<file path="src/w3f_pkg.sv">
// Shared types, constants and helper functions of the 3x3 window filter unit.
package w3f_pkg;

  localparam int PIX_BITS  = 8;
  localparam int NUM_PIX   = 9;
  localparam int OUT_BITS  = 19;
  localparam int SUM_BITS  = 12;   // nine pixels
  localparam int SQ_BITS   = 20;   // nine squared pixels
  localparam int VARD_BITS = 23;   // 9*sumsq - sum^2
  localparam int KSUM_BITS = 13;   // signed kernel sum
  localparam int MEAN_BITS = 12;   // round(16*sum/9)
  localparam int VAR_BITS  = 18;   // round(16*d/81)

  // Division by 9 and by 81 through reciprocal multiplication, exact over the value range
  localparam logic [15:0] MEAN_RECIP = 16'd58255;     // ceil(2^19 / 9)
  localparam int          MEAN_SHIFT = 19;
  localparam logic [25:0] VAR_RECIP  = 26'd53024288;  // ceil(2^32 / 81)
  localparam int          VAR_SHIFT  = 32;

  typedef logic [PIX_BITS-1:0] w3f_pix_t;
  typedef w3f_pix_t [NUM_PIX-1:0] w3f_window_t;   // index 0 top left, row-major

  typedef enum logic [1:0] {
    MODE_MEAN   = 2'd0,
    MODE_VAR    = 2'd1,
    MODE_MEDIAN = 2'd2,
    MODE_KERNEL = 2'd3
  } w3f_mode_t;

  typedef enum logic [2:0] {
    KSEL_ZERO    = 3'd0,
    KSEL_BOX     = 3'd1,
    KSEL_SHARPEN = 3'd2,
    KSEL_SOBEL_H = 3'd3,
    KSEL_SOBEL_V = 3'd4
  } w3f_ksel_t;

  localparam logic [2:0] KSEL_RESET = KSEL_BOX;

  // Pipeline advance strobes shared by the datapath modules
  typedef struct packed {
    logic load1;
    logic load2;
  } w3f_adv_t;

  typedef struct packed {
    w3f_pix_t lo;
    w3f_pix_t mid;
    w3f_pix_t hi;
  } w3f_trio_t;

  function automatic w3f_pix_t pix_min(input w3f_pix_t a, input w3f_pix_t b);
    return (a < b) ? a : b;
  endfunction

  function automatic w3f_pix_t pix_max(input w3f_pix_t a, input w3f_pix_t b);
    return (a < b) ? b : a;
  endfunction

  function automatic w3f_pix_t med3(input w3f_pix_t a, input w3f_pix_t b, input w3f_pix_t c);
    return pix_max(pix_min(a, b), pix_min(pix_max(a, b), c));
  endfunction

  function automatic w3f_trio_t sort3(input w3f_pix_t a, input w3f_pix_t b, input w3f_pix_t c);
    w3f_trio_t r;
    w3f_pix_t  x;
    w3f_pix_t  y;
    w3f_pix_t  t;
    x     = pix_min(a, b);
    y     = pix_max(a, b);
    r.lo  = pix_min(x, c);
    t     = pix_max(x, c);
    r.mid = pix_min(y, t);
    r.hi  = pix_max(y, t);
    return r;
  endfunction

endpackage

</file>
<file path="src/w3f_median.sv">
// Median of nine: row sorts in stage one, column selection and final pick in stage two.
module w3f_median (
  input  logic                  clk,
  input  w3f_pkg::w3f_adv_t     adv,
  input  w3f_pkg::w3f_window_t  window,
  output w3f_pkg::w3f_pix_t     med
);
  import w3f_pkg::*;

  w3f_trio_t row [3];
  w3f_trio_t row_next [3];
  w3f_pix_t  med_next;
  w3f_pix_t  lo_max;
  w3f_pix_t  mid_med;
  w3f_pix_t  hi_min;

  always_comb begin
    for (int r = 0; r < 3; r++) begin
      row_next[r] = sort3(window[3*r], window[3*r+1], window[3*r+2]);
    end
  end

  assign lo_max   = pix_max(pix_max(row[0].lo, row[1].lo), row[2].lo);
  assign hi_min   = pix_min(pix_min(row[0].hi, row[1].hi), row[2].hi);
  assign mid_med  = med3(row[0].mid, row[1].mid, row[2].mid);
  assign med_next = med3(lo_max, mid_med, hi_min);

  always_ff @(posedge clk) begin
    if (adv.load1) begin
      for (int r = 0; r < 3; r++) begin
        row[r] <= row_next[r];
      end
    end
    if (adv.load2) begin
      med <= med_next;
    end
  end

endmodule

</file>
<file path="config.mk">
export PLATFORM = sky130hd
export DESIGN_NAME = w3f_median
export DESIGN_NICKNAME = d
export VERILOG_FILES = /design/src/w3f_pkg.sv /design/src/w3f_median.sv
export SDC_FILE = /design/constraint.sdc
export NUM_CORES = 1
export LEC_CHECK = 0
export BUFFER_PORTS_ARGS = -buffer_cell sky130_fd_sc_hd__clkbuf_2
export CORE_MARGIN = 3
export CORE_UTILIZATION = 40
export CTS_BUF_LIST = sky130_fd_sc_hd__clkbuf_4
export CTS_CLUSTER_DIAMETER = 40
export DETAILED_ROUTE_END_ITERATION = 8
export PLACE_DENSITY = 0.58
export SLEW_MARGIN = 20
export SYNTH_ARGS = -nofsm -noshare
export SYNTH_HDL_FRONTEND = slang
export SYNTH_SLANG_ARGS = --single-unit
</file>
<file path="constraint.sdc">
create_clock -name clk -period 20.6 [get_ports clk]
set_input_delay 4.12 -clock clk [delete_from_list [all_inputs] [get_ports clk]]
set_output_delay 4.12 -clock clk [all_outputs]
set_load 0.03 [all_outputs]
</file>
# Yosys cells after proc, flatten, opt, wreduce, memory -nomap -nowiden
# Memories as Yosys holds them, arrays and structs flattened.
# Cells that the tools add are included.
# W data, S select, Z words.
[classes]
order_cmp = 19
n_mux = 32
[ops]
columns = ["operator", "n"]
rows = [
  ["$mux W8", 30],
  ["$lt A8 B8 Y1", 19],
  ["$mux W1", 2],
]
[totals]
regBits = 8
ramBits = 72
input_bits = 75
out_inout_bits = 8
memories = 1
[memory_table]
columns = ["name", "depth", "width", "rd", "rd_clocked_by_memory_dff", "wr", "line", "rtl"]
rows = [
  ["row", 3, 24, 3, 0, 3, "w3f_median.sv:10", "w3f_trio_t row [3];"],
]

# Longest topological paths before layout
[depth]
ltp_word = 12
ltp_mapped = 53
depth_no_buf = 46

# Least setup slack after synthesis
# Ideal clock, no wire load.
[synth_path]
path_type = "register to register"
from = "memory row[0][15] (netlist name)"
to = "register med[0] (data pin)"
setup_time_ns = 0.260
arrival_time_ns = 10.550
required_ns = 20.340
setup_slack_ns = 9.790
stages_incl_launch_ff = 51
path_buffers = 6
path_cell_list = "edfxtp_1 > ha_1 > and3_1 > a221oi_2 > o21a_1 > buf_2 > buf_2 > buf_1 > clkbuf_1 > o21ai_0 > ha_1 > nor2b_1 > a2111oi_0 > nand2_1 > o41ai_4 > buf_2 > mux2i_1 > ha_1 > [... 15 more ...] > buf_4 > mux2i_1 > ha_1 > a21oi_1 > nor2b_1 > o21ai_0 > nand2b_1 > a2111o_1 > nor2_1 > nor2_1 > nand2_1 > a22oi_1 > ha_1 > o21ai_0 > a21oi_1 > nand2_1 > o2111ai_4 > mux2_2"
[synth_rtl]
columns = ["element", "line", "rtl"]
rows = [
  ["start: declaration", "w3f_median.sv:10", ""],
  ["end signal: assignment", "w3f_median.sv:35", "med <= med_next;"],
  ["end: declaration", "w3f_median.sv:6", "output w3f_pkg::w3f_pix_t med"],
]

==> summary.md <==
The share of synthesized flip-flops with an asynchronous set or reset came out at 0. Along the worst path, the maximum fanout reaches 25. The total routing usage reported by global routing was 0.187. Headroom to the max-slew limit: 0.332.

Setup repair after global routing left no endpoint under its margin. The tools report the count of final max-slew check failures as 0. From synthesis to final layout, the design area changed by 9.93%.

The vias after detailed routing came out at 7489. Startpoint type of the worst setup path: a register. The initialized floorplan defines 54 standard-cell rows. In this run, the number of DRC markers left after iteration 0 of detailed routing was 446. Summing all multi-input logic gate instances after layout gives 6000 µm². The tools report the sequential fraction of the synthesis area as 0.266. The post-synthesis net count was 1258. By instance count, the cell type seen most on the critical path is sky130_fd_sc_hd__ha_1. Period utilization: 0.595. The data required time of the critical path is 20.83 ns, and the number of DRC violations after detailed routing is 0.

The H-tree was split into 3 levels. The setup path with the least slack is of type reg -> reg. For the setup TNS, the log shows 0 ns. For the number of hold violations in the final report, the log shows 0.

Buffer type at the clock tree root: sky130_fd_sc_hd__clkbuf_4. Share of the synthesized area in the top cell type: 0.266. The logs give 0.0157 ns for the setup clock skew after layout and 0 for the total of hold buffers inserted after clock tree synthesis.

Weighted congestion at the end of routability-driven global placement: 0.917. After clock tree synthesis, the setup repair step added 0 buffers. Effective utilization at floorplan: 0.410. The overall overflow remaining after global route came out at 0.

The endpoint kind of the worst setup timing path is a register. For flop-to-flop paths, the worst setup slack is 8.35 ns. The number of clock buffers added by TritonCTS is 9.

Die span in y: 156 µm. After layout, the minimum clock period comes to 12.25 ns. The run finished with clean final reports. On the worst path, the slowest cell contributes a delay of 0.81 ns. The routed design has 22700 µm of wire.

Register cell area after layout: 2400 µm². CTS saw 80 sinks. Number of antenna violations at the first check in global routing: 0.

At the later pin of the worst-skew pair, clock insertion delay measures 0.46 ns. For this design the top-level I/O count stands at 83. Counting along the longest clock path gives a buffer depth of 2.

The count of max-cap constraint violations came out at 0. The total of flip-flops plus latches after synthesis was 80. The classification of the worst-slack hold path is reg -> reg. For the number of nets with antenna violations after detailed routing, the log shows 0.

Gates resized during post-CTS repair numbered 0. The wire-length estimate of the detail-placed layout is 18800 µm. The pre-antenna-repair detailed-routing pass consisted of 5 iterations. Horizontal extent of the die: 156 µm. TritonCTS built the clock tree. The CTS clock-pin slew for the worst setup and hold paths was 0.14 ns; the worst endpoint data arrival time was 12.49 ns. The number of nets in the layout was 1326. In the synthesized netlist the dominant register cell turns out to be sky130_fd_sc_hd__edfxtp_1.

Using the TritonRoute via totals, the vias-per-cell ratio works out to 5.33. Hold is met by 1.01 ns. During placement, the flow inserted port buffers numbering 82. With fillers left out, the area of the finished cells amounts to 9920 µm².

Setup violations remaining at the end of the flow were counted as 0. The run gives 73 as the largest net degree at the start of global routing. The largest total area in the synthesized netlist belongs to sky130_fd_sc_hd__edfxtp_1. The master of the slowest instance on the critical path is sky130_fd_sc_hd__o41ai_4. In the final routed layout, each cell accounts on average for 16.2 µm. The die covers 24400 µm². The via count of the first global-routing pass is 7074, and the mean instance size in the synthesized netlist is 8.57 µm². For the diode insertion count for antenna repair, the log shows 0. The number of unique standard cell types used by synthesis came out at 67.

The number of enable-type register cells in the synthesized netlist works out to 80. The cell area that synthesis handed to floorplanning was 9020 µm². Yosys printed 0 warnings. The count of mapped cells out of synthesis came out at 1053.

The logs give 2229 for the filler cell count in the final layout and 0.0816 GHz for the top achievable clock speed. The run gives 36200 µm as the first-pass GRT wire length. The transition at the pin with the smallest max-transition slack was 1.00 ns; the fraction of layout cells with a size suffix above 1 was 0.140.

Yosys attributes the largest share of cell area to sky130_fd_sc_hd__edfxtp_1, sky130_fd_sc_hd__ha_1, sky130_fd_sc_hd__mux2i_1. The floorplan step defined a core boundary enclosing 22000 µm². After detailed placement, the total cell area comes to 9750 µm².
[critical path: cells and delay by family (launching register included)]
family | cells | cell delay, ns
flops | 1 | 0.44
buf+inv | 3 | 0.73
simple gates | 13 | 2.15
compound gates | 18 | 5.07
mux | 5 | 1.81
fa+ha+maj | 6 | 1.82
[through the flow]
step	util	cells	setup WS [ns]
3_5_place_dp	0.443	1390	8.47
6_report	0.450	1406	8.35
4_1_cts	0.450	1406	8.41
3_3_place_gp	0.443	1390	8.79
2_1_floorplan	-	1053	9.79
5_1_grt	0.450	1406	7.29
[synthesized netlist by cell type, drive strengths merged, types with 3 or more instances]
master,n
nor3,19
edfxtp,80
nand2b,12
nand4,8
a211oi,15
a2111oi,5
nor2b,14
o211ai,5
inv,142
ha,130
a22oi,6
or3,5
o21ai,90
or4,4
mux2i,94
mux2,28
and3,4
nand3b,3
a31oi,7
a211o,5
a21oi,76
buf,13
a21o,36
clkbuf,21
o2111ai,3
nand2,92
nor2,74
a221oi,4
o21a,10
nand3,12
or2,5
o221ai,3
[routing by layer]
metal  global-route usage  part of all wire
met1                0.260              0.49
met2                0.311              0.46
met3               0.0322             0.037
met4               0.0333             0.012
met5                    0                 0
[cell families after synthesis]
group | count (synthesis) | share of synthesized area
AOI/OAI and AO/OA | 281 | 0.200
and+or+nand+nor | 260 | 0.136
buffers and inverters | 176 | 0.0746
adders and majority gates | 132 | 0.182
muxes | 122 | 0.139
DFF | 80 | 0.266
xor gates and xnor gates | 2 | 0.00194
[cell type report]
class	count	area share
clock inverter	6	0.00832
sequential	80	0.242
multi-input combinational	797	0.605
timing repair buffer	91	0.0482
tap	280	0.0353
clock buffer	10	0.00757
inverter	142	0.0537
[state kept, by name (all words and copies together), names as in the netlist]
name  flops
row      72
med       8
[cells in the final DEF (no fill, tap or decap), drive strengths merged, types with 3 or more instances in the layout]
cell     Yosys  layout
a21o        36      36
a221oi       4       4
a31oi        7       7
buf         13      10
a211oi      15      15
nor2        74      74
inv        142     143
nand2       92      92
nand4        8       8
ha         130     130
mux2        28      28
nor2b       14      14
o221ai       3       3
o2111ai      3       3
or4          4       4
or3          5       5
mux2i       94      94
clkbuf      21      91
edfxtp      80      80
or2          5       5
clkinv       0       3
a211o        5       5
o21ai       90      90
o211ai       5       5
and3         4       4
a21oi       76      76
nand2b      12      12
a22oi        6       6
nand3b       3       3
o21a        10      10
nand3       12      12
nor3        19      19
a2111oi      5       5
[path summary, 6_finish.rpt]
kind / start / endpoint / cells past startpoint
max: row[0][12] / med[0] / 45
min: row[0][66] / med[2] / 4
max reg2reg: row[0][12] / med[0] / 45
min reg2reg: row[0][66] / med[2] / 4
Power is not shown: default switching activity piles up to over one toggle a cycle in this logic, so the estimate is an artifact.
