<file path="config.mk">
export PLATFORM = sky130hd
export DESIGN_NAME = w3f_stats
export DESIGN_NICKNAME = d
export VERILOG_FILES = /design/src/w3f_pkg.sv /design/src/w3f_stats.sv
export SDC_FILE = /design/constraint.sdc
export NUM_CORES = 2
export LEC_CHECK = 0
export BUFFER_PORTS_ARGS = -buffer_cell sky130_fd_sc_hd__clkbuf_2
export CORE_MARGIN = 4
export CORE_UTILIZATION = 49
export CTS_CLUSTER_SIZE = 12
export DETAILED_ROUTE_END_ITERATION = 8
export MAX_ROUTING_LAYER = met4
export PLACE_DENSITY = 0.68
export SLEW_MARGIN = 20
export SYNTH_ARGS = -nofsm -noshare
export SYNTH_HDL_FRONTEND = slang
export SYNTH_SLANG_ARGS = --single-unit
</file>
<file path="constraint.sdc">
create_clock -name clk -period 10.65 [get_ports clk]
set_clock_uncertainty 0.2 [all_clocks]
set_input_delay 0.5325 -clock clk [delete_from_list [all_inputs] [get_ports clk]]
set_output_delay 0.5325 -clock clk [all_outputs]
set_load 0.03 [all_outputs]
</file>
<file path="src/w3f_pkg.sv">
// Shared types, constants and helper functions of the 3x3 window filter unit.
package w3f_pkg;

  localparam int PIX_BITS  = 8;
  localparam int NUM_PIX   = 9;
  localparam int OUT_BITS  = 19;
  localparam int SUM_BITS  = 12;   // nine pixels
  localparam int SQ_BITS   = 20;   // nine squared pixels
  localparam int VARD_BITS = 23;   // 9*sumsq - sum^2
  localparam int KSUM_BITS = 13;   // signed kernel sum
  localparam int MEAN_BITS = 12;   // round(16*sum/9)
  localparam int VAR_BITS  = 18;   // round(16*d/81)

  // Division by 9 and by 81 through reciprocal multiplication, exact over the value range
  localparam logic [15:0] MEAN_RECIP = 16'd58255;     // ceil(2^19 / 9)
  localparam int          MEAN_SHIFT = 19;
  localparam logic [25:0] VAR_RECIP  = 26'd53024288;  // ceil(2^32 / 81)
  localparam int          VAR_SHIFT  = 32;

  typedef logic [PIX_BITS-1:0] w3f_pix_t;
  typedef w3f_pix_t [NUM_PIX-1:0] w3f_window_t;   // index 0 top left, row-major

  typedef enum logic [1:0] {
    MODE_MEAN   = 2'd0,
    MODE_VAR    = 2'd1,
    MODE_MEDIAN = 2'd2,
    MODE_KERNEL = 2'd3
  } w3f_mode_t;

  typedef enum logic [2:0] {
    KSEL_ZERO    = 3'd0,
    KSEL_BOX     = 3'd1,
    KSEL_SHARPEN = 3'd2,
    KSEL_SOBEL_H = 3'd3,
    KSEL_SOBEL_V = 3'd4
  } w3f_ksel_t;

  localparam logic [2:0] KSEL_RESET = KSEL_BOX;

  // Pipeline advance strobes shared by the datapath modules
  typedef struct packed {
    logic load1;
    logic load2;
  } w3f_adv_t;

  typedef struct packed {
    w3f_pix_t lo;
    w3f_pix_t mid;
    w3f_pix_t hi;
  } w3f_trio_t;

  function automatic w3f_pix_t pix_min(input w3f_pix_t a, input w3f_pix_t b);
    return (a < b) ? a : b;
  endfunction

  function automatic w3f_pix_t pix_max(input w3f_pix_t a, input w3f_pix_t b);
    return (a < b) ? b : a;
  endfunction

  function automatic w3f_pix_t med3(input w3f_pix_t a, input w3f_pix_t b, input w3f_pix_t c);
    return pix_max(pix_min(a, b), pix_min(pix_max(a, b), c));
  endfunction

  function automatic w3f_trio_t sort3(input w3f_pix_t a, input w3f_pix_t b, input w3f_pix_t c);
    w3f_trio_t r;
    w3f_pix_t  x;
    w3f_pix_t  y;
    w3f_pix_t  t;
    x     = pix_min(a, b);
    y     = pix_max(a, b);
    r.lo  = pix_min(x, c);
    t     = pix_max(x, c);
    r.mid = pix_min(y, t);
    r.hi  = pix_max(y, t);
    return r;
  endfunction

endpackage

</file>
<file path="src/w3f_stats.sv">
// Mean and variance datapath: sums in stage one, mean reciprocal product and variance difference in stage two.
module w3f_stats (
  input  logic                               clk,
  input  w3f_pkg::w3f_adv_t                  adv,
  input  w3f_pkg::w3f_window_t               window,
  output logic [w3f_pkg::MEAN_BITS-1:0]      mean_q,
  output logic [w3f_pkg::VAR_BITS-1:0]       var_q
);
  import w3f_pkg::*;

  logic [SUM_BITS-1:0]  sum;
  logic [SUM_BITS-1:0]  sum_next;
  logic [SQ_BITS-1:0]   sumsq;
  logic [SQ_BITS-1:0]   sumsq_next;
  logic [VARD_BITS-1:0] var_d;
  logic [VARD_BITS-1:0] var_d_next;
  logic [31:0]          mean_prod;
  logic [31:0]          mean_prod_next;
  logic [23:0]          sum_sq;
  logic [15:0]          mean_n;
  logic [26:0]          var_n;
  logic [52:0]          var_prod;

  always_comb begin
    sum_next   = '0;
    sumsq_next = '0;
    for (int i = 0; i < NUM_PIX; i++) begin
      sum_next   = sum_next + SUM_BITS'(window[i]);
      sumsq_next = sumsq_next + SQ_BITS'(16'(window[i]) * 16'(window[i]));
    end
  end

  // 9*sumsq - sum^2 is never negative
  assign sum_sq         = 24'(sum) * 24'(sum);
  assign var_d_next     = VARD_BITS'(24'({sumsq, 3'b000}) + 24'(sumsq) - sum_sq);
  assign mean_n         = {sum, 4'b0000} + 16'd4;
  assign mean_prod_next = 32'(mean_n) * 32'(MEAN_RECIP);

  always_ff @(posedge clk) begin
    if (adv.load1) begin
      sum   <= sum_next;
      sumsq <= sumsq_next;
    end
    if (adv.load2) begin
      var_d     <= var_d_next;
      mean_prod <= mean_prod_next;
    end
  end

  assign var_n    = 27'({var_d, 4'b0000}) + 27'd40;
  assign var_prod = 53'(var_n) * 53'(VAR_RECIP);
  assign var_q    = VAR_BITS'(var_prod >> VAR_SHIFT);
  assign mean_q   = MEAN_BITS'(mean_prod >> MEAN_SHIFT);

endmodule

</file>
# Word level (Yosys, flattened, before mapping)
# Index checks and enable logic that the tools add are counted.
# totals
elab_cells	36
latchBits	0
register_bits	86
input_bits	75
ramBits	0
mem_count	0
mem_bits_ro	0
# classes
n_bitwise	0
mul	12
n_mux	0
n_reduce_logical	0
n_div	0
add_sub_neg	20
shift	0
eq_ne	0
order_cmp	0
# ops
op	count
multiplier 8 x 8 -> 16 bit	9
adder 20 x 16 -> 20 bit	4
adder 12 x 8 -> 12 bit	4
multiplier 27 x 21 -> 45 bit (second input constant)	1
multiplier 16 x 16 -> 31 bit (second input constant)	1
adder 27 x 6 -> 27 bit (second input constant)	1
adder 23 x 20 -> 23 bit	1
multiplier 12 x 12 -> 23 bit	1
subtractor 23 bit	1
adder 19 x 16 -> 20 bit	1
adder 18 x 16 -> 19 bit	1
adder 17 x 16 -> 18 bit	1
adder 16 x 16 -> 17 bit	1
adder 16 x 3 -> 16 bit (second input constant)	1
adder 11 x 8 -> 12 bit	1
adder 10 x 8 -> 11 bit	1
adder 9 x 8 -> 10 bit	1
adder 8 x 8 -> 9 bit	1

# Longest topological paths before layout
# depth
ltp_word	9
depth_mapped	29
mapped_depth_nobuf	29

# Worst setup path after synthesis
# No wires, ideal clock.
# synth_timing
path_kind	input -> register
startpoint	input port window[41] (netlist bit)
endpoint	register sumsq[18] (data pin)
required_time_ns	10.192
path_slack_ns	2.557
arrival_ns	7.635
path_stages	27
cell_sequence	clkbuf_1 -> nand2_1 -> fa_1 -> fa_1 -> inv_1 -> fa_1 -> inv_1 -> fa_1 -> inv_1 -> fa_1 -> fa_1 -> fa_1 -> inv_1 -> fa_1 -> inv_1 -> fa_1 -> inv_1 -> fa_1 -> inv_1 -> ha_1 -> o21ai_0 -> o21bai_1 -> a31oi_1 -> o21ai_0 -> a211o_1 -> a311o_1 -> xor2_1
# synth_between
elab_chain_len	5
# synth_lines
item	line_no	rtl
start, declared	w3f_stats.sv:5	input w3f_pkg::w3f_window_t window,
multiplier 8 x 8 -> 16 bit	w3f_stats.sv:29	sumsq_next = sumsq_next + SQ_BITS'(16'(window[i]) * 16'(window[i]));
adder 20 x 16 -> 20 bit (4 in series)	w3f_stats.sv:29	
net sumsq_next[18]	w3f_stats.sv:14	logic [SQ_BITS-1:0] sumsq_next;
end signal, assigned	w3f_stats.sv:42	sumsq <= sumsq_next;
end, declared	w3f_stats.sv:13	logic [SQ_BITS-1:0] sumsq;
# The timed path passes the listed nets, and every way through them passes these cells.
# A chain may end at the register's enable or synchronous reset.

# Worst setup path in the final report
# layout_timing
startpoint	register var_d[1]
endpoint	output port var_q[17] (netlist bit)
# layout_between
elab_chain_len	2
# layout_lines
item	line_no	rtl
start, declared	w3f_stats.sv:15	logic [VARD_BITS-1:0] var_d;
start signal, assigned	w3f_stats.sv:45	var_d <= var_d_next;
adder 27 x 6 -> 27 bit	w3f_stats.sv:50	assign var_n = 27'({var_d, 4'b0000}) + 27'd40;
multiplier 27 x 21 -> 45 bit	w3f_stats.sv:51	assign var_prod = 53'(var_n) * 53'(VAR_RECIP);
end, declared	w3f_stats.sv:7	output logic [w3f_pkg::VAR_BITS-1:0] var_q
# Every way passes these cells.

==> impl_metrics.ini <==
[clock_network]
cts-root-buf = clkbuf_16
path_clk_slew_ps = 60
cts_setup_buffers = 0
postCtsResizedCells = 0
numCtsBuffers = 9
htree_num_levels = 3
clk_latency_ps = 350
hold_buffers = 0
cts_sinks = 67
clockBufferDepth = 2
cts_tree = yes

[worst_hold_path]
whs_endpoint = var_d[0]
hp-start = sumsq[0]
hold_class = reg2reg
holdPathStages = 1

[global_route]
grt_overflow = 0
use_met3 = 0.0269
antenna_found_initial = 4
grt.met2_usage = 0.380
grt_first_pass_wirelength_mm = 134
grt_use_met1 = 0.296
grt_pass1_vias = 25300
grt_most_used_layer = met2
gr-usage-all-layers = 0.227
grt_max_degree = 36

[timing]
fmax_mhz = 115
layout_worst_path_cycle_share = 0.819
rsz0062_at_grt = false
fin_ws_ps = 1930
slew_headroom = 0.329
tightest_slew_ps = 999
finalHoldViolCount = 0
fin_crit_ps = 8720
slew_violations = 0
setup_violations = 0
setup_tns_ps = 0

[floorplanning]
die-area_um2 = 76500
initial_core_util = 0.494
io_pins = 105
die_w_um = 277
rows = 98
core-area_um2 = 71500
fp.dieH_um = 277

[cells_and_area]
drive_gt1_frac = 0.0394
fin_cells = 4560
post-route-util = 0.522
syn2layout_area_growth_pct = 5.52
layout_commonest_cell = inv_1
layout_common_cells = inv_1, fa_1, ha_1
nets = 5074

[detailed_routing]
wl_mm = 80.8
viasPerCell = 5.01
drtIter0Drc = 1107
first_pass_iters = 7
vias = 22900
avgRoutedWirePerCell_um = 17.7
drtAntennaViolNets = 0
drc_errors = 0

[setup_path]
r2r-end = var_d[20]
crit_chain = ha_1 > nand2_1 > or2_2 > nor2_1 > xor2_1 > ha_1 > ha_1 > fa_1 > inv_1 > fa_1 > fa_1 > inv_1 > fa_1 > ha_1 > ha_1 > and2_1 > o21ai_0 > a2111oi_0 > o2111ai_1 > nand3_1 > o31ai_1 > xnor2_1 > clkbuf_2
cp_common_cell = ha_1
regToRegSetupSlack_ps = 3310
cp-start-kind = flop
critPathMaxStageDelay_ps = 760
r2r_start = sum[9]
required_ps = 9920
arrival_ps = 7990
crit_fanout = 11
crit_type = reg2out
end_kind = output port
r2r_cells = 20
critical_path.slowest_cell = a2111oi_0

[logic_synthesis]
ys_async_sr_fraction = 0
yosysWarnings = 0
avgSynthCellArea_um2 = 10.1
synth-seq-cells = 67
synthDistinctLibCells = 60
synthFlopType = edfxtp_1
syn_inst = 3499
syn_area_um2 = 35300
synth_edf_count = 67
syn_nets = 4972
yosysSeqAreaShare = 0.0569

[place]
portBuffers = 104
dp_cells = 4540
hpwl_mm = 73.6
gp_congestion = 0.981
post-place-ws_ps = 2010

[flow_run]
maxCapViolations = 0

[outcome]
status = finished, final reports clean
[stage by stage]
stage,area (um2),hold WS (ps)
floorplan,35300,440
global placement,37000,544
detailed placement,37000,545
CTS,37300,553
global route,37300,571
finish,37300,539
[flip-flops by register name (all words and copies together) (netlist names)]
signal     count
mean_prod     12
var_d         23
sum           12
sumsq         20
[layer usage]
metal / part of all wire / wire length (um) / vias to the layer above
li1: - / - / 10700
met1: 0.44 / 35400 / 11600
met2: 0.49 / 39400 / 449
met3: 0.042 / 3410 / 101
met4: 0.031 / 2540 / 0
met5: 0 / 0 / -
[synth_stat cells, drive strengths merged (4+ instances only)]
master | n | area [um2]
xor2 | 44 | 385
a31oi | 7 | 43.8
o211ai | 7 | 52.6
a21o | 47 | 353
nand3 | 29 | 145
a21oi | 71 | 355
fa | 810 | 16200
and4 | 4 | 35.0
nor3b | 5 | 37.5
or2 | 9 | 56.3
nor2 | 60 | 225
nor3 | 17 | 90.1
o21a | 9 | 67.6
nor2b | 24 | 150
xnor2 | 82 | 726
o21ai | 42 | 210
and3 | 18 | 113
a2111oi | 5 | 62.6
clkbuf | 18 | 67.6
ha | 588 | 7360
inv | 1108 | 4160
edfxtp | 67 | 2010
o31a | 6 | 52.6
o21bai | 10 | 75.1
nand4 | 12 | 75.1
nand2 | 161 | 604
nand2b | 7 | 43.8
a211oi | 6 | 45.0
mux2i | 4 | 40.0
and2 | 181 | 1130
[worst max-delay path by stage]
stage,slack (ps),to,start
CTS,1940,var_q[17],var_d[1]
global placement,2100,sumsq[18],window[40]
global route,1370,var_q[16],var_d[1]
floorplan,2560,sumsq[18],window[41]
detailed placement,2010,sumsq[18],window[40]
finish,1930,var_q[17],var_d[1]
[logic make-up (layout without fill, tap and decap cells)]
family          after synthesis  after routing  synth area share
compound gates              242            242            0.0457
xor+xnor                    126            126            0.0314
fa+ha+maj                  1398           1398             0.667
buf+inv                    1127           1234             0.120
flops                        67             67            0.0569
mux                           5              5           0.00145
other cells                   1              5          0.000106
simple gates                533            533            0.0778
[layout make-up]
class / instances / area, um2
antenna: 4 / 10.0
clock inverter: 5 / 30.0
inverter: 1109 / 4160
fill: 6472 / 34200
timing repair buffer: 109 / 558
clock buffer: 11 / 233
sequential: 67 / 2010
multi-input combinational: 2305 / 29100
tap: 950 / 1190
[critical path: cells and delay by family, from the launching register on]
family,cells,cell delay (ps)
and+or+nand+nor,5,1120
adders and majority gates,9,3710
AOI/OAI and AO/OA,4,1200
xor gates and xnor gates,2,700
DFF,1,590
buffers and inverters,3,330
Power is not shown: default switching activity piles up to over one toggle a cycle in this logic, so the estimate is an artifact.
