--- config.mk ---
export PLATFORM = sky130hd
export DESIGN_NAME = w3f_kernel
export DESIGN_NICKNAME = d
export VERILOG_FILES = /design/src/w3f_pkg.sv /design/src/w3f_kernel.sv
export SDC_FILE = /design/constraint.sdc
export NUM_CORES = 1
export LEC_CHECK = 0
export ABC_AREA = 1
export BUFFER_PORTS_ARGS = -buffer_cell sky130_fd_sc_hd__buf_2
export CAP_MARGIN = 15
export CORE_ASPECT_RATIO = 0.9
export CORE_MARGIN = 8
export CORE_UTILIZATION = 55
export DETAILED_ROUTE_END_ITERATION = 8
export PLACE_DENSITY = 0.77
export SLEW_MARGIN = 40
export SYNTH_ARGS = -nofsm -noshare
export SYNTH_HDL_FRONTEND = slang
export SYNTH_SLANG_ARGS = --single-unit
--- constraint.sdc ---
create_clock -name clk -period 6.5 [get_ports clk]
set_clock_uncertainty 0.1 [all_clocks]
set_input_delay 1.3 -clock clk [delete_from_list [all_inputs] [get_ports clk]]
set_output_delay 1.3 -clock clk [all_outputs]
set_load 0.02 [all_outputs]
--- src/w3f_pkg.sv ---
// Shared types, constants and helper functions of the 3x3 window filter unit.
package w3f_pkg;

  localparam int PIX_BITS  = 8;
  localparam int NUM_PIX   = 9;
  localparam int OUT_BITS  = 19;
  localparam int SUM_BITS  = 12;   // nine pixels
  localparam int SQ_BITS   = 20;   // nine squared pixels
  localparam int VARD_BITS = 23;   // 9*sumsq - sum^2
  localparam int KSUM_BITS = 13;   // signed kernel sum
  localparam int MEAN_BITS = 12;   // round(16*sum/9)
  localparam int VAR_BITS  = 18;   // round(16*d/81)

  // Division by 9 and by 81 through reciprocal multiplication, exact over the value range
  localparam logic [15:0] MEAN_RECIP = 16'd58255;     // ceil(2^19 / 9)
  localparam int          MEAN_SHIFT = 19;
  localparam logic [25:0] VAR_RECIP  = 26'd53024288;  // ceil(2^32 / 81)
  localparam int          VAR_SHIFT  = 32;

  typedef logic [PIX_BITS-1:0] w3f_pix_t;
  typedef w3f_pix_t [NUM_PIX-1:0] w3f_window_t;   // index 0 top left, row-major

  typedef enum logic [1:0] {
    MODE_MEAN   = 2'd0,
    MODE_VAR    = 2'd1,
    MODE_MEDIAN = 2'd2,
    MODE_KERNEL = 2'd3
  } w3f_mode_t;

  typedef enum logic [2:0] {
    KSEL_ZERO    = 3'd0,
    KSEL_BOX     = 3'd1,
    KSEL_SHARPEN = 3'd2,
    KSEL_SOBEL_H = 3'd3,
    KSEL_SOBEL_V = 3'd4
  } w3f_ksel_t;

  localparam logic [2:0] KSEL_RESET = KSEL_BOX;

  // Pipeline advance strobes shared by the datapath modules
  typedef struct packed {
    logic load1;
    logic load2;
  } w3f_adv_t;

  typedef struct packed {
    w3f_pix_t lo;
    w3f_pix_t mid;
    w3f_pix_t hi;
  } w3f_trio_t;

  function automatic w3f_pix_t pix_min(input w3f_pix_t a, input w3f_pix_t b);
    return (a < b) ? a : b;
  endfunction

  function automatic w3f_pix_t pix_max(input w3f_pix_t a, input w3f_pix_t b);
    return (a < b) ? b : a;
  endfunction

  function automatic w3f_pix_t med3(input w3f_pix_t a, input w3f_pix_t b, input w3f_pix_t c);
    return pix_max(pix_min(a, b), pix_min(pix_max(a, b), c));
  endfunction

  function automatic w3f_trio_t sort3(input w3f_pix_t a, input w3f_pix_t b, input w3f_pix_t c);
    w3f_trio_t r;
    w3f_pix_t  x;
    w3f_pix_t  y;
    w3f_pix_t  t;
    x     = pix_min(a, b);
    y     = pix_max(a, b);
    r.lo  = pix_min(x, c);
    t     = pix_max(x, c);
    r.mid = pix_min(y, t);
    r.hi  = pix_max(y, t);
    return r;
  endfunction

endpackage

--- src/w3f_kernel.sv ---
// Weighted window sum under the selected fixed kernel, written as shift-add terms.
module w3f_kernel (
  input  logic                                clk,
  input  w3f_pkg::w3f_adv_t                   adv,
  input  w3f_pkg::w3f_window_t                window,
  input  logic [2:0]                          kernel_select,
  output logic signed [w3f_pkg::KSUM_BITS-1:0] ksum
);
  import w3f_pkg::*;

  logic signed [KSUM_BITS-1:0] px [NUM_PIX];
  logic signed [KSUM_BITS-1:0] box;
  logic signed [KSUM_BITS-1:0] ksum_next;
  logic signed [KSUM_BITS-1:0] ksum1;

  always_comb begin
    for (int i = 0; i < NUM_PIX; i++) begin
      px[i] = signed'(KSUM_BITS'(window[i]));
    end
  end

  assign box = px[0] + px[1] + px[2] + px[3] + px[4] + px[5] + px[6] + px[7] + px[8];

  always_comb begin
    unique case (kernel_select)
      KSEL_BOX:     ksum_next = box;
      // 9*centre minus the eight neighbours
      KSEL_SHARPEN: ksum_next = (px[4] <<< 3) + (px[4] <<< 1) - box;
      KSEL_SOBEL_H: ksum_next = (px[6] + (px[7] <<< 1) + px[8])
                              - (px[0] + (px[1] <<< 1) + px[2]);
      KSEL_SOBEL_V: ksum_next = (px[2] + (px[5] <<< 1) + px[8])
                              - (px[0] + (px[3] <<< 1) + px[6]);
      default:      ksum_next = '0;
    endcase
  end

  always_ff @(posedge clk) begin
    if (adv.load1) begin
      ksum1 <= ksum_next;
    end
    if (adv.load2) begin
      ksum <= ksum1;
    end
  end

endmodule

# Word-level counts from Yosys, hierarchy flattened

Index checks and enable logic that the tools add are counted.

$add $sub $neg: 20
Multiplexer cells: 1
Equality and inequality tests: 4

Operator list:

| kind                                                 | number |
|---|---|
| adder 10 x 8 -> 11 bit                               | 5 |
| one-hot mux 13 bit (4 select lines)                  | 1 |
| adder 8 x 9 -> 10 bit                                | 4 |
| adder 13 x 9 -> 13 bit                               | 3 |
| subtractor 11 x 11 -> 12 bit                         | 2 |
| adder 12 x 8 -> 13 bit                               | 1 |
| subtractor 13 bit                                    | 1 |
| adder 11 x 8 -> 12 bit                               | 1 |
| adder 11 x 9 -> 12 bit                               | 1 |
| adder 9 x 8 -> 10 bit                                | 1 |
| adder 8 x 8 -> 9 bit                                 | 1 |
| equality test 3 x 2 -> 1 bit (second input constant) | 2 |
| equality test 3 x 1 -> 1 bit (second input constant) | 1 |
| equality test 3 bit (second input constant)          | 1 |

Input port bits: 78
Output and inout bits: 13
Register bits after elaboration: 26

# Logic depth before layout (Yosys ltp)

Gate-level depths: netlist of run 1.

Depth in word-level cells: 10
Depth in mapped cells: 26

# Worst setup path after synthesis of run 1

No wires, ideal clock.

Kind: input port to flip-flop
From: input port window[2] (netlist bit)
To: register ksum1[9], data pin
Cell stages on the path: 23
Slack: 717 ps
Arrival time: 5429 ps
Required time: 6146 ps
Library setup time: 254 ps
Cells stage by stage: inv_1 fa_1 inv_1 fa_1 fa_1 inv_1 fa_1 inv_1 ha_1 inv_1 fa_1 inv_1 nand2_1 nand2_1 nand2_1 xor2_1 ha_1 a21oi_1 nor2_1 nor2_1 nand3_1 nand3_1 nand2_1

Longest elaborated chain between the ends: 10
Elaborated cells between the ends (all ways): 16
Classes of those cells: 15 x add/sub; 1 x mux

RTL lines:

| element                               | RTL line         | text |
|---|---|---|
| start: declaration                    | w3f_kernel.sv:5  | `input w3f_pkg::w3f_window_t window,` |
| adder 8 x 8 -> 9 bit                  | w3f_kernel.sv:22 | `assign box = px[0] + px[1] + px[2] + px[3] + px[4] + px[5] + px[6] + px[7] + px[8];` |
| adder 9 x 8 -> 10 bit                 | w3f_kernel.sv:22 |  |
| adder 10 x 8 -> 11 bit                | w3f_kernel.sv:22 |  |
| adder 11 x 8 -> 12 bit                | w3f_kernel.sv:22 |  |
| adder 12 x 8 -> 13 bit                | w3f_kernel.sv:22 |  |
| adder 13 x 9 -> 13 bit (3 in a row)   | w3f_kernel.sv:22 |  |
| subtractor 13 bit                     | w3f_kernel.sv:28 | `KSEL_SHARPEN: ksum_next = (px[4] <<< 3) + (px[4] <<< 1) - box;` |
| one-hot mux 13 bit (4 select lines) * | w3f_kernel.sv:25 | `unique case (kernel_select)` |
| net ksum_next[9]                      | w3f_kernel.sv:13 | `logic signed [KSUM_BITS-1:0] ksum_next;` |
| end signal: assignment                | w3f_kernel.sv:39 | `ksum1 <= ksum_next;` |
| end: declaration                      | w3f_kernel.sv:14 | `logic signed [KSUM_BITS-1:0] ksum1;` |

Mark *: on every way through the listed nets, which the timed path passes. The rest lies on a longest branch.
A chain may end at the register's enable or synchronous reset.

# Worst setup path in the final report of run 1

From: input port window[2] (netlist bit)
To: register ksum1[8], data pin

Same word-level chain as after synthesis.

==> results.py, run 1 <==
metrics = {
    "clock_tree": {
        "clock_path_buffers": 2,
        "clock_latency_ps": 250,
        "postCtsSetupBuffers": 0,
        "cts_buffers": 3,
        "tritoncts": "yes",
        "htreeDepth": 1,
        "postCtsHoldBufs": 0,
        "clkSinkCount": 26,
        "clk_pin_slew_ps": 60,
        "clockRootBuffer": "clkbuf_16",
    },
    "drt": {
        "top_layer_used": "met4",
        "wl_per_cell_microns": 14.8,
        "dr_wl_met2_microns": 6960,
        "firstDrtPassIters": 5,
        "wl_microns": 14700,
        "wl_met1_microns": 6480,
        "drc": 0,
        "route.met3.wl_microns": 912,
        "post_drt_via_cell_ratio": 4.96,
        "dr_total_vias": 4907,
        "ant_nets": 0,
        "drt-initial-drc-count": 285,
    },
    "floorplanning": {
        "start_util_pct": 56.7,
        "pin_count": 91,
        "fp.dieW_microns": 127,
        "core_area_sq_um": 10900,
        "die_h_microns": 116,
        "num_rows": 36,
        "fp.dieArea_sq_um": 14800,
    },
    "worst_setup_path": {
        "crit_path_start_kind": "primary input",
        "cp_max_fo": 5,
        "endpoint_kind": "flop",
        "r2r_start": "ksum1[8]",
        "regToRegSetupSlack_ps": 5710,
        "critPathKind": "in -> reg",
        "cp_data_arrival_time_ps": 5920,
        "r2r-end": "ksum[8]",
        "cp.required_ps": 6410,
        "rr_worst_depth": 0,
    },
    "synth": {
        "synth_area_leaders": "fa_1, inv_1, edfxtp_1, ha_1, nand2_1",
        "ys_seq_area_share_pct": 12.7,
        "synth.most_common_cell": "inv_1",
        "synth-seq-cells": 26,
        "synth_fp_nets": 994,
        "syn_avg_cell_area_sq_um": 8.27,
        "syn_area_sq_um": 6150,
        "synth-edff-count": 26,
        "ys_top_cells_by_count": "inv_1, nand2_1, fa_1, nand3_1, ha_1",
        "synth_top_area_share_pct": 38.4,
        "synth_top_area_cell": "fa_1",
        "synth_ff_type": "edfxtp_1",
        "synth-async-reset-ratio_pct": 0,
        "synth-warning-count": 0,
        "synth_cell_types": 27,
        "synth_cells": 744,
    },
    "global_route": {
        "grt_pass1_vias": 5565,
        "grt-ovfl-total": 0,
        "antenna_found_initial": 0,
        "grt_first_pass_wirelength_microns": 25800,
        "grt_usage_pct": 21.6,
        "grt_max_degree": 16,
    },
    "sta": {
        "rsz0062_at_grt": "no",
        "setup_viol": 0,
        "fmax_mhz": 166,
        "hold_viol": 0,
        "fin_crit_sh_pct": 92.5,
        "tns_ps": 0,
        "period_needed_ps": 6010,
        "tightest_slew_ps": 509,
        "slew_headroom_pct": 65.9,
        "slew_viol_final": 0,
    },
    "placed_design": {
        "numPortBuffers": 90,
        "place.gp.congestion": 0.885,
        "dp_hpwl_microns": 13700,
    },
    "worst_hold_path": {
        "min_to": "ksum[5]",
        "worstHoldStart": "ksum1[5]",
        "worstHoldPathCells": 0,
        "hold_class": "reg -> reg",
    },
    "cells_and_area": {
        "final_layout_size_suffix_gt1_share_pct": 12.6,
        "area_growth_pct": 12.3,
        "diodes": 0,
        "nets": 1089,
        "postLayoutCoreUtil_pct": 63.6,
    },
    "outcome": {
        "status": "finished, final reports clean",
    },
    "run": {
        "maxCapViolations": 0,
    },
}
critical path: stages:
cell and delay, ps:
buf_2 130, inv_1 70, fa_1 530, inv_1 50
fa_1 510, fa_1 540, inv_1 50, fa_1 460
inv_1 70, ha_2 210, inv_1 60, fa_1 350
inv_1 70, nand2_1 80, nand2_1 120, nand2_1 90
xor2_1 160, ha_1 390, nand2_1 120, nor2_1 110
nand2_1 90, nand2_1 100, nand2_1 60, nand3_1 60
nand2_1 50, inv_1 50, nand2_1 40
worst max-delay path by stage:
stage	startpoint	end	slack (ps)	cells past startpoint
after global placement	window[2]	ksum1[10]	260	26
after floorplan	window[2]	ksum1[9]	720	23
after detailed placement	window[2]	ksum1[9]	190	24
final	window[2]	ksum1[8]	490	27
after global routing	window[2]	ksum1[8]	10	27
after CTS	window[2]	ksum1[9]	440	24
layout by cell type, fill, tap and decap left out, drive strengths merged:
| cell | Yosys | final |
|---|---|---|
| edfxtp | 26 | 26 |
| ha | 54 | 54 |
| clkbuf | 0 | 3 |
| a21boi | 1 | 1 |
| xor2 | 5 | 5 |
| nand3b | 7 | 7 |
| o2111ai | 3 | 3 |
| nor3 | 6 | 6 |
| xnor2 | 3 | 3 |
| nand3 | 56 | 56 |
| nor3b | 1 | 1 |
| nand4 | 8 | 8 |
| fa | 118 | 118 |
| o21ai | 13 | 13 |
| inv | 219 | 219 |
| or2 | 5 | 5 |
| a21oi | 29 | 29 |
| and2 | 1 | 1 |
| nand2 | 161 | 161 |
| o21bai | 1 | 1 |
| o211ai | 1 | 1 |
| buf | 1 | 91 |
| bufinv | 0 | 1 |
| nor2 | 25 | 25 |
logic make-up (layout without fill, tap and decap cells):
kind of cell,after synthesis,in the layout,synth area share (%)
xor+xnor,8,8,1.14
fa+ha+maj,172,172,49.4
compound gates,48,48,4.21
simple gates,270,270,19.1
flops,26,26,12.7
buf+inv,220,314,13.4
state kept, by name, summed over array words and instances (netlist names):
signal / flops
ksum: 13
ksum1: 13
routing by layer:
| metal | vias to the layer above | track usage [%] |
|---|---|---|
| met1 | 2291 | 27.4 |
| li1 | 2440 | - |
| met4 | 0 | 4.91 |
| met2 | 157 | 38.4 |
| met5 | - | 0 |
| met3 | 19 | 3.38 |
through the flow:
stage	setup slack [ps]	cell area [sq um]	instances	hold WS, ps
finish	490	6900	990	320
detailed placement	188	6790	986	308
global placement	264	6790	986	302
global route	13.6	6900	990	324
CTS	443	6900	990	322
floorplan	717	6150	744	300
repair_timing:
| action | CTS | global route |
|---|---|---|
| setup endpoints to repair | 0 | 2 |
| gates resized for setup | 0 | 2 |
| hold endpoints to repair | 0 | 0 |
final cells by class:
| cell class | instances | area, sq um |
|---|---|---|
| inverters | 219 | 822 |
| fillers | 976 | 3950 |
| clock buffers | 3 | 75.1 |
| repair buffers | 91 | 458 |
| flip-flops and latches | 26 | 781 |
| clock inverters | 1 | 30.0 |
| multi-input cells | 498 | 4550 |
| well taps | 152 | 190 |
Power of run 1 is not shown: default switching activity piles up to over one toggle a cycle in this logic, so the estimate is an artifact.
==> run 2, diff against run 1 <==
--- a/config.mk
+++ b/config.mk
@@ -10,9 +10,9 @@
 export CAP_MARGIN = 15
 export CORE_ASPECT_RATIO = 0.9
 export CORE_MARGIN = 8
-export CORE_UTILIZATION = 55
+export CORE_UTILIZATION = 54
 export DETAILED_ROUTE_END_ITERATION = 8
-export PLACE_DENSITY = 0.77
+export PLACE_DENSITY = 0.79
 export SLEW_MARGIN = 40
 export SYNTH_ARGS = -nofsm -noshare
 export SYNTH_HDL_FRONTEND = slang
==> constraint.sdc (replaced) <==
create_clock -name clk -period 4.85 [get_ports clk]
set_clock_uncertainty 0.1 [all_clocks]
set_input_delay 0.97 -clock clk [delete_from_list [all_inputs] [get_ports clk]]
set_output_delay 0.97 -clock clk [all_outputs]
set_load 0.02 [all_outputs]
==> run 2 against run 1 <==
Net effect: the run now ends with setup timing left; critical path depth is 1 lower; highest routed layer unchanged; global-route usage is 0.57 points higher; non-clock buffer count is 110 higher; wire length is 12% higher; sequential share of layout area is 1.8 points lower; worst setup slack worse by 1000 ps; final cell count is 12% higher; die area is 1.6% higher.
==> results.py, run 2 (synthesized netlist as in run 1, its figures left out) <==
metrics = {
    "cells_and_area": {
        "seqCellArea_sq_um": 781,
        "design_area_sq_um": 8240,
        "diodes": 0,
        "largestRegisters": "ksum1 x13, ksum x13",
        "final_common_cell": "inv_1",
        "nets": 1199,
        "fillers": 802,
        "multi_input_area_sq_um": 5000,
        "final_layout_size_suffix_gt1_share_pct": 32.4,
        "area_growth_pct": 33.9,
        "mostFrequentLayoutCells": "inv_1, nand2_1, fa_1",
    },
    "floorplanning": {
        "core_area_sq_um": 11200,
        "pin_count": 91,
        "fp.dieArea_sq_um": 15100,
        "start_util_pct": 54.7,
        "die_h_microns": 117,
        "fp.dieW_microns": 128,
        "num_rows": 37,
    },
    "drt": {
        "post_drt_via_cell_ratio": 4.99,
        "ant_nets": 0,
        "drt-initial-drc-count": 335,
        "wl_microns": 16500,
        "drc": 0,
        "wl_per_cell_microns": 14.9,
        "firstDrtPassIters": 5,
        "dr_total_vias": 5514,
    },
    "clock_tree": {
        "clockRootBuffer": "clkbuf_16",
        "clock_latency_ps": 260,
        "htreeDepth": 1,
        "cts_buffers": 3,
        "postCtsHoldBufs": 0,
        "clkSinkCount": 26,
        "clock_path_buffers": 2,
        "tritoncts": "yes",
        "clk_pin_slew_ps": 70,
    },
    "worst_hold_path": {
        "hold_class": "reg -> reg",
        "worstHoldStart": "ksum1[3]",
    },
    "outcome": {
        "status": "finished with violations",
        "violations": "setup timing",
    },
    "global_route": {
        "grt_first_pass_wirelength_microns": 26900,
        "grt-ovfl-total": 0,
        "grt_pass1_vias": 5999,
        "grt_max_degree": 16,
        "grt_usage_pct": 22.2,
        "antenna_found_initial": 0,
    },
    "sta": {
        "tightest_slew_ps": 498,
        "slew_viol_final": 0,
        "fmax_mhz": 186,
        "setup_viol": 10,
        "rsz0062_at_grt": "yes",
        "period_needed_ps": 5370,
        "slew_headroom_pct": 66.6,
        "hold_viol": 0,
        "worst_slack_ps": -524,
        "fin_crit_sh_pct": 111,
    },
    "worst_setup_path": {
        "cp_data_arrival_time_ps": 5300,
        "crit_path_start_kind": "primary input",
        "cp.required_ps": 4770,
        "endpoint_kind": "flop",
        "cp_max_fo": 4,
        "critPathLaunch": "window[18]",
        "regToRegSetupSlack_ps": 4060,
        "critPathKind": "in -> reg",
        "r2r_start": "ksum1[7]",
    },
    "placed_design": {
        "numPortBuffers": 90,
        "dp_hpwl_microns": 14100,
        "place.gp.congestion": 0.908,
        "dpl-instance-area_sq_um": 7680,
    },
    "run": {
        "maxCapViolations": 0,
    },
}
[run 2: cell count changes in the layout (fill, tap and decap cells not counted), sizes merged]
cell / before / now
clkinvlp: 0 / 1
inv: 219 / 218
buf: 91 / 201
[run 2: layout make-up]
| type | count | area share [%] |
|---|---|---|
| Multi-Input combinational cell | 498 | 60.8 |
| Timing Repair Buffer | 201 | 16.0 |
| Clock buffer | 3 | 0.912 |
| Sequential cell | 26 | 9.48 |
| Tap cell | 156 | 2.37 |
| Inverter | 219 | 10.1 |
| Clock inverter | 1 | 0.365 |
[run 2: what timing repair did]
action | in CTS | in global routing
setup buffers | 3 | 3
gates cloned | 0 | 0
pin swaps | 28 | 45
setup endpoints to repair | 10 | 10
gates resized for setup | 35 | 67
[run 2: worst paths after layout]
path / endpoint / depth (start not counted)
worst min-delay path: ksum[3] / 0
worst max register to register: ksum[7] / 0
worst max-delay path: ksum1[8] / 26
worst min register to register: ksum[3] / 0
[run 2: worst max-delay path, stage by stage]
cell and delay (ps):
buf_8 90, inv_8 30, fa_1 540, inv_2 50, fa_1 490, fa_1 580
inv_2 50, fa_1 460, inv_2 80, ha_4 130, inv_2 30, fa_2 320
inv_2 90, nand2_4 60, nand2_4 80, nand2_4 80, xor2_4 160, ha_4 280
nand2_4 100, inv_2 50, a21oi_4 170, nand3b_1 110, nand3_1 90, nand2_1 80
inv_1 60, nand2_1 40
[run 2: metal layers]
layer	up-vias	GRT usage (%)	wire [microns]
met5	-	0	0
met4	0	5.63	454
met3	39	2.49	991
met2	199	40.7	8440
met1	2621	27.4	6590
li1	2655	-	-
[run 2: through the flow]
stage	TNS (ps)	cells	hold slack, ps	utilization [%]	worst slack, ps
final	-3530	1104	317	73.2	-524
after floorplan	-2460	744	300	-	-410
after global placement	-6110	1094	301	68.3	-729
after global routing	-4930	1104	322	73.2	-655
after detailed placement	-7020	1094	305	68.3	-827
after CTS	-2970	1101	319	70.7	-403
Power of run 2 is left out for the same reason.
